--- src/design/pin_change_report_engine_defines.svh ---
// Assertion macros shared by the pin change report engine.
`ifndef PIN_CHANGE_REPORT_ENGINE_DEFINES_SVH
`define PIN_CHANGE_REPORT_ENGINE_DEFINES_SVH

// Same-cycle implication, checked outside reset.
`define PCRE_ASSERT_NOW(label, clk, rst_n, ante, cons) \
    label: assert property (@(posedge clk) disable iff (!rst_n) (ante) |-> (cons)) \
        else $error("pin change report engine: same-cycle check failed");

// Next-cycle implication, checked outside reset.
`define PCRE_ASSERT_NEXT(label, clk, rst_n, ante, cons) \
    label: assert property (@(posedge clk) disable iff (!rst_n) (ante) |=> (cons)) \
        else $error("pin change report engine: next-cycle check failed");

`endif

--- src/design/pcre_pkg.sv ---
// Package of constants and codes for the pin change report engine.
`timescale 1ns / 1ps
package pcre_pkg;

    localparam int DIGITAL_PINS    = 64;
    localparam int ANALOG_CHANNELS = 16;
    localparam int ADC_BITS        = 10;

    localparam int DIG_AW = (DIGITAL_PINS > 1) ? $clog2(DIGITAL_PINS) : 1;
    localparam int ANA_AW = (ANALOG_CHANNELS > 1) ? $clog2(ANALOG_CHANNELS) : 1;

    localparam int CMD_W    = 4;
    localparam int PIN_W    = 6;
    localparam int ACTION_W = 3;
    localparam int VALUE_W  = 10;
    localparam int TIME_W   = 32;
    localparam int IVL_W    = 8;
    localparam int MODE_W   = 2;

    localparam logic [IVL_W-1:0] DEFAULT_INTERVAL = 8'd19;
    localparam logic [VALUE_W-1:0] ADC_MASK =
        VALUE_W'((33'd1 << ADC_BITS) - 33'd1);

    // Word layouts of the two tables.
    localparam int DIG_WORD_W = MODE_W + 1;
    localparam int ANA_WORD_W = 2 * VALUE_W;

    localparam logic [CMD_W-1:0] CMD_INPUT         = 4'd0;
    localparam logic [CMD_W-1:0] CMD_PULLUP        = 4'd1;
    localparam logic [CMD_W-1:0] CMD_OUTPUT        = 4'd2;
    localparam logic [CMD_W-1:0] CMD_ANALOG        = 4'd3;
    localparam logic [CMD_W-1:0] CMD_REPORTING     = 4'd4;
    localparam logic [CMD_W-1:0] CMD_DIG_SAMPLE    = 4'd5;
    localparam logic [CMD_W-1:0] CMD_SCAN_BEGIN    = 4'd6;
    localparam logic [CMD_W-1:0] CMD_ANA_SAMPLE    = 4'd7;
    localparam logic [CMD_W-1:0] CMD_RESET_TIMING  = 4'd8;

    localparam logic [ACTION_W-1:0] ACT_DISABLE_ALL = 3'd0;
    localparam logic [ACTION_W-1:0] ACT_ANALOG_ON   = 3'd1;
    localparam logic [ACTION_W-1:0] ACT_ANALOG_OFF  = 3'd2;
    localparam logic [ACTION_W-1:0] ACT_DIGITAL_ON  = 3'd3;
    localparam logic [ACTION_W-1:0] ACT_DIGITAL_OFF = 3'd4;

    localparam logic [MODE_W-1:0] MODE_NONE   = 2'd0;
    localparam logic [MODE_W-1:0] MODE_INPUT  = 2'd1;
    localparam logic [MODE_W-1:0] MODE_PULLUP = 2'd2;
    localparam logic [MODE_W-1:0] MODE_OUTPUT = 2'd3;

    localparam logic REPORT_DIGITAL = 1'b0;
    localparam logic REPORT_ANALOG  = 1'b1;

endpackage

--- src/design/pin_change_report_engine.sv ---
// Top level of the pin change report engine: command decode, table update and reporting.
`timescale 1ns / 1ps
`include "pin_change_report_engine_defines.svh"
//
// Channel     | Handshake                      | Payload
// ------------+--------------------------------+----------------------------------------------
// command     | start in, busy out             | i_cmd, i_pin, i_report_on, i_threshold,
//             |                                | i_reporting_action, i_sample, i_now_ms
// config      | i_cfg_valid in, o_cfg_ready out| i_cfg_data (sampling interval in ms)
// report      | o_report_valid strobe out      | o_report_kind, o_report_pin, o_report_value
//
// Each command is a read-modify-write: the accepting edge launches the table reads, and
// in the following cycle (busy high) the entry is modified and written back. A new
// command is not accepted until the read-modify-write over the two tables is done.
// A report appears on the strobe for one cycle, in the cycle after the write-back; the
// receiver cannot stall it, and the next command is taken while it is shown.
// The synchronous reset clears the per-entry flags held in flip-flops, so no clearing pass
// runs and a command may be issued in the first cycle after reset.
module pin_change_report_engine
    import pcre_pkg::*;
(
    input  logic                i_clk,
    input  logic                i_rst_n,
    // Command transaction.
    input  logic                start,
    output logic                busy,
    input  logic [CMD_W-1:0]    i_cmd,
    input  logic [PIN_W-1:0]    i_pin,
    input  logic                i_report_on,
    input  logic [VALUE_W-1:0]  i_threshold,
    input  logic [ACTION_W-1:0] i_reporting_action,
    input  logic [VALUE_W-1:0]  i_sample,
    input  logic [TIME_W-1:0]   i_now_ms,
    // Configuration transaction.
    input  logic                i_cfg_valid,
    output logic                o_cfg_ready,
    input  logic [IVL_W-1:0]    i_cfg_data,
    // Report transaction.
    output logic                o_report_valid,
    output logic                o_report_kind,
    output logic [PIN_W-1:0]    o_report_pin,
    output logic [VALUE_W-1:0]  o_report_value
);

    localparam logic ST_IDLE = 1'b0;
    localparam logic ST_EXEC = 1'b1;

    // Control state.
    logic                       r_state, n_state;
    logic [DIGITAL_PINS-1:0]    r_dig_set, n_dig_set;
    logic [DIGITAL_PINS-1:0]    r_dig_en, n_dig_en;
    logic [ANALOG_CHANNELS-1:0] r_ana_cfg, n_ana_cfg;
    logic [ANALOG_CHANNELS-1:0] r_ana_en, n_ana_en;
    logic [TIME_W-1:0]          r_last_scan, n_last_scan;
    logic                       r_window, n_window;
    logic [IVL_W-1:0]           r_interval, n_interval;
    logic                       r_report_valid, n_report_valid;

    // Captured command and report payload.
    logic [CMD_W-1:0]    r_cmd;
    logic [PIN_W-1:0]    r_pin;
    logic                r_report_on;
    logic [VALUE_W-1:0]  r_threshold;
    logic [ACTION_W-1:0] r_action;
    logic [VALUE_W-1:0]  r_sample;
    logic [TIME_W-1:0]   r_now;
    logic                r_report_kind, n_report_kind;
    logic [PIN_W-1:0]    r_report_pin, n_report_pin;
    logic [VALUE_W-1:0]  r_report_value, n_report_value;

    logic w_accept;

    // Table ports.
    logic [DIG_WORD_W-1:0] w_dig_rd, w_dig_wd;
    logic [ANA_WORD_W-1:0] w_ana_rd, w_ana_wd;
    logic                  w_dig_we, w_ana_we;

    // Decoded entry contents.
    logic [DIG_AW-1:0]  w_dix;
    logic [ANA_AW-1:0]  w_aix;
    logic               w_dig_ok, w_ana_ok;
    logic [MODE_W-1:0]  w_mode;
    logic               w_level, w_new_level;
    logic [VALUE_W-1:0] w_last, w_deadband, w_value, w_diff;
    logic [TIME_W-1:0]  w_elapsed;

    assign busy        = (r_state == ST_EXEC);
    assign w_accept    = start && !busy;
    assign o_cfg_ready = 1'b1;

    // The tables are read at the accepting edge and written back in the following cycle.
    // The next read can only come at an edge after that write, so no forwarding is needed.
    pcre_ram #(
        .WIDTH (DIG_WORD_W),
        .DEPTH (DIGITAL_PINS)
    ) u_dig_ram (
        .i_clk     (i_clk),
        .i_rd_en   (w_accept),
        .i_rd_addr (i_pin[DIG_AW-1:0]),
        .o_rd_data (w_dig_rd),
        .i_wr_en   (w_dig_we),
        .i_wr_addr (w_dix),
        .i_wr_data (w_dig_wd)
    );

    pcre_ram #(
        .WIDTH (ANA_WORD_W),
        .DEPTH (ANALOG_CHANNELS)
    ) u_ana_ram (
        .i_clk     (i_clk),
        .i_rd_en   (w_accept),
        .i_rd_addr (i_pin[ANA_AW-1:0]),
        .o_rd_data (w_ana_rd),
        .i_wr_en   (w_ana_we),
        .i_wr_addr (w_aix),
        .i_wr_data (w_ana_wd)
    );

    assign w_dix    = r_pin[DIG_AW-1:0];
    assign w_aix    = r_pin[ANA_AW-1:0];
    assign w_dig_ok = (int'(r_pin) < DIGITAL_PINS);
    assign w_ana_ok = (int'(r_pin) < ANALOG_CHANNELS);

    // A digital entry that was never written reads as mode not set and level low. Every
    // digital write sets a mode, so the set flag doubles as the entry's valid bit.
    assign w_mode  = r_dig_set[w_dix] ? w_dig_rd[DIG_WORD_W-1:1] : MODE_NONE;
    assign w_level = r_dig_set[w_dix] ? w_dig_rd[0] : 1'b0;

    // Analog entries are only ever written once the channel is configured, so the
    // configured flag marks whether the stored last value is real.
    assign w_last     = r_ana_cfg[w_aix] ? w_ana_rd[ANA_WORD_W-1:VALUE_W] : '0;
    assign w_deadband = w_ana_rd[VALUE_W-1:0];

    assign w_new_level = (r_sample != '0);
    assign w_value     = r_sample & ADC_MASK;
    assign w_diff      = (w_value >= w_last) ? (w_value - w_last) : (w_last - w_value);
    assign w_elapsed   = r_now - r_last_scan;

    always_comb begin
        n_state        = ST_IDLE;
        n_dig_set      = r_dig_set;
        n_dig_en       = r_dig_en;
        n_ana_cfg      = r_ana_cfg;
        n_ana_en       = r_ana_en;
        n_last_scan    = r_last_scan;
        n_window       = r_window;
        n_interval     = r_interval;
        n_report_valid = 1'b0;
        n_report_kind  = r_report_kind;
        n_report_pin   = r_report_pin;
        n_report_value = r_report_value;
        w_dig_we       = 1'b0;
        w_dig_wd       = {w_mode, w_level};
        w_ana_we       = 1'b0;
        w_ana_wd       = {w_last, w_deadband};

        if (r_state == ST_IDLE) begin
            if (w_accept) begin
                n_state = ST_EXEC;
            end
        end else begin
            case (r_cmd)
                CMD_INPUT, CMD_PULLUP: begin
                    if (w_dig_ok) begin
                        w_dig_we        = 1'b1;
                        w_dig_wd        = {(r_cmd == CMD_INPUT) ? MODE_INPUT : MODE_PULLUP,
                                           w_level};
                        n_dig_set[w_dix] = 1'b1;
                        n_dig_en[w_dix]  = r_report_on;
                    end
                end
                CMD_OUTPUT: begin
                    // Output pins keep their enable but never report.
                    if (w_dig_ok) begin
                        w_dig_we         = 1'b1;
                        w_dig_wd         = {MODE_OUTPUT, w_level};
                        n_dig_set[w_dix] = 1'b1;
                    end
                end
                CMD_ANALOG: begin
                    if (w_ana_ok) begin
                        w_ana_we         = 1'b1;
                        w_ana_wd         = {w_last, r_threshold};
                        n_ana_cfg[w_aix] = 1'b1;
                        n_ana_en[w_aix]  = r_report_on;
                    end
                end
                CMD_REPORTING: begin
                    case (r_action)
                        ACT_DISABLE_ALL: begin
                            n_dig_en = '0;
                            n_ana_en = '0;
                        end
                        ACT_ANALOG_ON, ACT_ANALOG_OFF: begin
                            if (w_ana_ok && r_ana_cfg[w_aix]) begin
                                n_ana_en[w_aix] = (r_action == ACT_ANALOG_ON);
                            end
                        end
                        ACT_DIGITAL_ON, ACT_DIGITAL_OFF: begin
                            if (w_dig_ok && (w_mode != MODE_NONE)) begin
                                n_dig_en[w_dix] = (r_action == ACT_DIGITAL_ON);
                            end
                        end
                        default: begin
                        end
                    endcase
                end
                CMD_DIG_SAMPLE: begin
                    if (w_dig_ok && (w_mode inside {MODE_INPUT, MODE_PULLUP}) &&
                        r_dig_en[w_dix] && (w_new_level != w_level)) begin
                        w_dig_we       = 1'b1;
                        w_dig_wd       = {w_mode, w_new_level};
                        n_report_valid = 1'b1;
                        n_report_kind  = REPORT_DIGITAL;
                        n_report_pin   = r_pin;
                        n_report_value = VALUE_W'(w_new_level);
                    end
                end
                CMD_SCAN_BEGIN: begin
                    // The stored time advances by one interval, not to the current time,
                    // so a late scan catches up over the following scans.
                    if (w_elapsed > TIME_W'(r_interval)) begin
                        n_last_scan = r_last_scan + TIME_W'(r_interval);
                        n_window    = 1'b1;
                    end else begin
                        n_window    = 1'b0;
                    end
                end
                CMD_ANA_SAMPLE: begin
                    if (r_window && w_ana_ok && r_ana_cfg[w_aix] && r_ana_en[w_aix] &&
                        (w_diff >= w_deadband)) begin
                        w_ana_we       = 1'b1;
                        w_ana_wd       = {w_value, w_deadband};
                        n_report_valid = 1'b1;
                        n_report_kind  = REPORT_ANALOG;
                        n_report_pin   = r_pin;
                        n_report_value = w_value;
                    end
                end
                CMD_RESET_TIMING: begin
                    n_last_scan = '0;
                    n_interval  = DEFAULT_INTERVAL;
                    n_window    = 1'b0;
                end
                default: begin
                end
            endcase
        end

        // The user must issue configuration writes only while the engine is idle; the block does not enforce it.
        if (i_cfg_valid && o_cfg_ready) begin
            n_interval = i_cfg_data;
        end
    end

    always_ff @(posedge i_clk) begin
        if (!i_rst_n) begin
            r_state        <= ST_IDLE;
            r_dig_set      <= '0;
            r_dig_en       <= '0;
            r_ana_cfg      <= '0;
            r_ana_en       <= '0;
            r_last_scan    <= '0;
            r_window       <= 1'b0;
            r_interval     <= DEFAULT_INTERVAL;
            r_report_valid <= 1'b0;
        end else begin
            r_state        <= n_state;
            r_dig_set      <= n_dig_set;
            r_dig_en       <= n_dig_en;
            r_ana_cfg      <= n_ana_cfg;
            r_ana_en       <= n_ana_en;
            r_last_scan    <= n_last_scan;
            r_window       <= n_window;
            r_interval     <= n_interval;
            r_report_valid <= n_report_valid;
        end
    end

    always_ff @(posedge i_clk) begin
        if (w_accept) begin
            r_cmd       <= i_cmd;
            r_pin       <= i_pin;
            r_report_on <= i_report_on;
            r_threshold <= i_threshold;
            r_action    <= i_reporting_action;
            r_sample    <= i_sample;
            r_now       <= i_now_ms;
        end
        r_report_kind  <= n_report_kind;
        r_report_pin   <= n_report_pin;
        r_report_value <= n_report_value;
    end

    assign o_report_valid = r_report_valid;
    assign o_report_kind  = r_report_kind;
    assign o_report_pin   = r_report_pin;
    assign o_report_value = r_report_value;

    // A report only follows a write-back cycle.
    `PCRE_ASSERT_NOW(a_report_after_exec, i_clk, i_rst_n, o_report_valid,
                     $past(r_state) == ST_EXEC)
    // An accepted command always occupies the following cycle.
    `PCRE_ASSERT_NEXT(a_accept_then_busy, i_clk, i_rst_n, w_accept, busy)
    // Analog reports are only made inside an open scan window.
    `PCRE_ASSERT_NOW(a_analog_in_window, i_clk, i_rst_n,
                     o_report_valid && (o_report_kind == REPORT_ANALOG), r_window)
    // Digital reports are only made on pins that have reporting enabled.
    `PCRE_ASSERT_NOW(a_digital_enabled, i_clk, i_rst_n,
                     o_report_valid && (o_report_kind == REPORT_DIGITAL),
                     r_dig_en[o_report_pin[DIG_AW-1:0]])

endmodule

--- src/design/pcre_ram.sv ---
// Generic single-port-write, registered-read RAM.
`timescale 1ns / 1ps
module pcre_ram #(
    parameter int WIDTH = 8,
    parameter int DEPTH = 16,
    parameter int AW    = (DEPTH > 1) ? $clog2(DEPTH) : 1
) (
    input  logic             i_clk,
    input  logic             i_rd_en,
    input  logic [AW-1:0]    i_rd_addr,
    output logic [WIDTH-1:0] o_rd_data,
    input  logic             i_wr_en,
    input  logic [AW-1:0]    i_wr_addr,
    input  logic [WIDTH-1:0] i_wr_data
);

    logic [WIDTH-1:0] r_mem [DEPTH];
    logic [WIDTH-1:0] r_rd_data;

    always_ff @(posedge i_clk) begin
        if (i_wr_en) begin
            r_mem[i_wr_addr] <= i_wr_data;
        end
        if (i_rd_en) begin
            r_rd_data <= r_mem[i_rd_addr];
        end
    end

    assign o_rd_data = r_rd_data;

endmodule
--- config.mk ---
export PLATFORM = sky130hd
export DESIGN_NAME = pin_change_report_engine
export DESIGN_NICKNAME = d
export VERILOG_FILES = /design/src/design/pcre_pkg.sv /design/src/design/pin_change_report_engine.sv /design/src/design/pcre_ram.sv
export VERILOG_INCLUDE_DIRS = /design/src /design/src/design
export SDC_FILE = /design/constraint.sdc
export NUM_CORES = 1
export LEC_CHECK = 0
export BUFFER_PORTS_ARGS = -buffer_cell sky130_fd_sc_hd__buf_2
export CAP_MARGIN = 40
export CORE_UTILIZATION = 55
export DETAILED_ROUTE_END_ITERATION = 10
export PLACE_DENSITY = 0.72
export SLEW_MARGIN = 20
export SYNTH_ARGS = -nofsm -noshare
export SYNTH_HDL_FRONTEND = slang
export SYNTH_SLANG_ARGS = --single-unit
--- constraint.sdc ---
create_clock -name i_clk -period 15.6 [get_ports i_clk]
set_clock_uncertainty 0.15 [all_clocks]
set_input_delay 3.12 -clock i_clk [delete_from_list [all_inputs] [get_ports i_clk]]
set_output_delay 3.12 -clock i_clk [all_outputs]
set_load 0.005 [all_outputs]
==> results.py <==
metrics = {
    "run_status": {
        "status": "complete, but fails checks",
        "violations": "DRC",
    },
    "yosys": {
        "yosys-top-cells-area": "edfxtp_1 (50%), mux4_2 (13%), dfxtp_1 (11%)",
        "post-synth-top-count-cell": "edfxtp_1",
        "synth_area_mm2": 0.0370,
        "synth_common_cells": "edfxtp_1 (618), nor2_1 (307), mux4_2 (214), dfxtp_1 (203), a21oi_1 (188)",
        "seq_area_frac_synth_pct": 61.2,
        "avgSynthCellArea_um2": 13.8,
        "synth_top_area_cell": "edfxtp_1",
        "ys_ff_latch": 821,
        "yosysTopAreaCellShare_pct": 50.2,
        "synth_cells": 2677,
        "syn-num-nets": 2836,
        "synthArstFlopShare_pct": 0,
        "synth_ff_type": "edfxtp_1",
        "yosys_warnings": 0,
        "synth_cell_types": 81,
        "synth-edff-count": 618,
    },
    "drt": {
        "ant_nets": 0,
        "wl_per_cell_um": 25.3,
        "drt-initial-drc-count": 2414,
        "firstDrtPassIters": 8,
        "wirelength_mm": 93.9,
        "drcViolationCount": 8,
        "num_vias": 24100,
        "via_per_inst": 6.51,
    },
    "clock_network": {
        "clk_pin_slew_ps": 60,
        "cts_tree": "built",
        "cts-resized-gates": 0,
        "clockBufferDepth": 3,
        "cts_made_buffers": 83,
        "hold_buffers": 0,
        "numClockSinks": 821,
        "clk_latency_ps": 640,
        "cts_setup_buffers": 0,
        "h-tree-depth": 3,
        "cts_root_buffer": "clkbuf_16",
    },
    "placed_design": {
        "port_buffers": 96,
        "hpwl_mm": 61.4,
        "placed_cells": 3555,
        "gp_congestion": 0.929,
        "post-place-ws_ps": 8260,
    },
    "power": {
        "p_switching_mw": 1.04,
        "power.combinational.fraction_pct": 6.6,
        "pwr-share-seq_pct": 50.0,
        "power_frac_clock_pct": 43.4,
        "power_density_mw_per_mm2": 114,
        "power.leakage_nw": 13.8,
        "p_int_mw": 3.70,
        "vdd_drop_max_mv": 0.103,
        "swShare_pct": 21.9,
    },
    "finish": {
        "drive_above_1_share_pct": 22.2,
        "nets": 2937,
        "syn_to_final_growth_pct": 12.8,
        "n_fill_cell": 4722,
        "num_antenna_cells": 0,
        "stdcell_count": 3705,
    },
    "die": {
        "fp.dieH_um": 261,
        "ios": 98,
        "rows": 94,
        "core-area_mm2": 0.0661,
        "start_util_pct": 56.0,
        "fp.dieW_um": 261,
        "dieArea_mm2": 0.0683,
    },
    "grt": {
        "grt.total_usage_pct": 27.6,
        "grt_pass1_vias": 23600,
        "grt.overflow.total": 0,
        "grt_max_degree": 80,
        "grt_pass1_wl_mm": 141,
        "antenna_found_initial": 1,
    },
    "worst_hold_path": {
        "hold_path_class": "register to register",
        "worstHoldPathCells": 2,
    },
    "timing": {
        "min_period_ps": 7410,
        "period_share_pct": 47.5,
        "rsz0062_at_grt": "no",
        "max-slew-margin-rel_pct": 41.5,
        "clock.fmax_mhz": 135,
        "worst_pin_slew_ps": 878,
        "finalWorstSetupSlack_ps": 8190,
        "finalHoldViolCount": 0,
        "setup_viol": 0,
        "fin_tns_setup_ps": 0,
        "slew_violations": 0,
    },
    "critical_path": {
        "cp-start-kind": "register",
        "critPathKind": "register to register",
        "cp.arrival_ps": 7750,
        "endpoint_kind": "register",
        "ff2ff_path_depth": 24,
        "path_max_fanout": 55,
        "cp.required_ps": 15950,
    },
    "flow_run": {
        "cap_viol_max_count": 0,
    },
}
==> worst max-delay path: stages (launching register included) <==
cell and delay [ps]:
edfxtp_1 320, buf_4 580, mux4_2 410, mux4_2 640
nand2_1 180, inv_1 60, ha_1 390, and4_1 250
a2111o_1 370, a221oi_1 260, o21ai_1 110, buf_4 210
mux2_2 290, ha_1 290, a21o_1 150, a21o_1 170
a21o_1 170, a21o_1 180, a21o_1 180, a211oi_1 250
o31ai_1 180, buf_4 210, and2_1 280, o21ai_1 630
buf_4 280
==> per-stage QoR <==
| step | util [%] | power [mW] | hold slack, ps | cell area [um^2] |
|---|---|---|---|---|
| 2_1_floorplan | - | 2.62 | 271 | 37000 |
| 3_3_place_gp | 58.1 | 2.71 | 294 | 38400 |
| 3_5_place_dp | 58.8 | 2.72 | 302 | 38800 |
| 4_1_cts | 63.0 | 4.76 | 315 | 41700 |
| 5_1_grt | 63.1 | 4.86 | 331 | 41700 |
| 6_report | 63.1 | 4.74 | 311 | 41700 |
==> registers in the layout, summed over array words and instances (netlist names) <==
register             flops
r_now                   32
o_report_pin             6
r_dig_set               64
u_dig_ram.r_mem        192
r_cmd                    4
o_report_value          10
u_ana_ram.o_rd_data     20
r_report_on              1
r_sample                10
u_dig_ram.o_rd_data      3
busy                     1
r_action                 3
o_report_kind            1
r_ana_en                16
r_pin                    6
o_report_valid           1
r_interval               8
r_window                 1
r_ana_cfg               16
u_ana_ram.r_mem        320
r_dig_en                64
r_threshold             10
r_last_scan             32
==> cell type report <==
class                   count  area (um^2)  share of cell area, %
clock buffers             108         2250                   5.40
clock inverters            40          573                   1.37
inverters                  90          340                  0.816
multi-input cells        1593        13400                   32.2
flip-flops and latches    821        22600                   54.3
well taps                 864         1080                   2.59
repair buffers            189         1410                   3.38
==> cells by family after synthesis <==
family                   share of synthesized area [%]
XOR/XNOR                                         0.758
other                                           0.0101
flip-flops                                        61.2
multiplexers                                      13.5
AND/OR/NAND/NOR                                   9.51
adder cells (fa/ha/maj)                           2.82
AO/OA/AOI/OAI                                     9.30
buffers and inverters                             2.95
==> per-layer routing <==
layer	part of all wire, %	GRT usage (%)	wire, um
met5	0.013	0	12
met4	3.2	9.06	3030
met3	7.5	4.55	7070
met2	49	45.6	46000
met1	40	37.5	37800
==> path summary, 6_finish.rpt <==
check        slack, ps                           endpoint                       from
max               8190  u_ana_ram.r_mem[13][14]$_DFFE_PP_         r_pin[1]$_DFFE_PP_
min                310          r_ana_cfg[2]$_SDFFE_PN0P_  r_ana_cfg[2]$_SDFFE_PN0P_
max reg2reg       8190  u_ana_ram.r_mem[13][14]$_DFFE_PP_         r_pin[1]$_DFFE_PP_
min reg2reg        310          r_ana_cfg[2]$_SDFFE_PN0P_  r_ana_cfg[2]$_SDFFE_PN0P_
==> power groups by stage <==
stage               registers, mW  logic, mW  clock network (mW)
detailed placement           2.42      0.308                   0
finish                       2.37      0.314                2.06
floorplan                    2.41      0.210                   0
global route                 2.37      0.336                2.16
CTS                          2.37      0.310                2.08
global placement             2.42      0.295                   0
==> cells in the final DEF (no fill, tap or decap), types with 61 or more instances in the layout <==
cell       instances
mux4_2           214
ha_1              77
inv_1             89
nor3_2            61
o21ai_0          129
a22oi_1           70
a21oi_1          186
dfxtp_1          203
nand2_1          113
nor2_1           290
clkbuf_16         85
buf_2             95
edfxtp_1         618
buf_4             67
(Power assumes the default switching activity.)
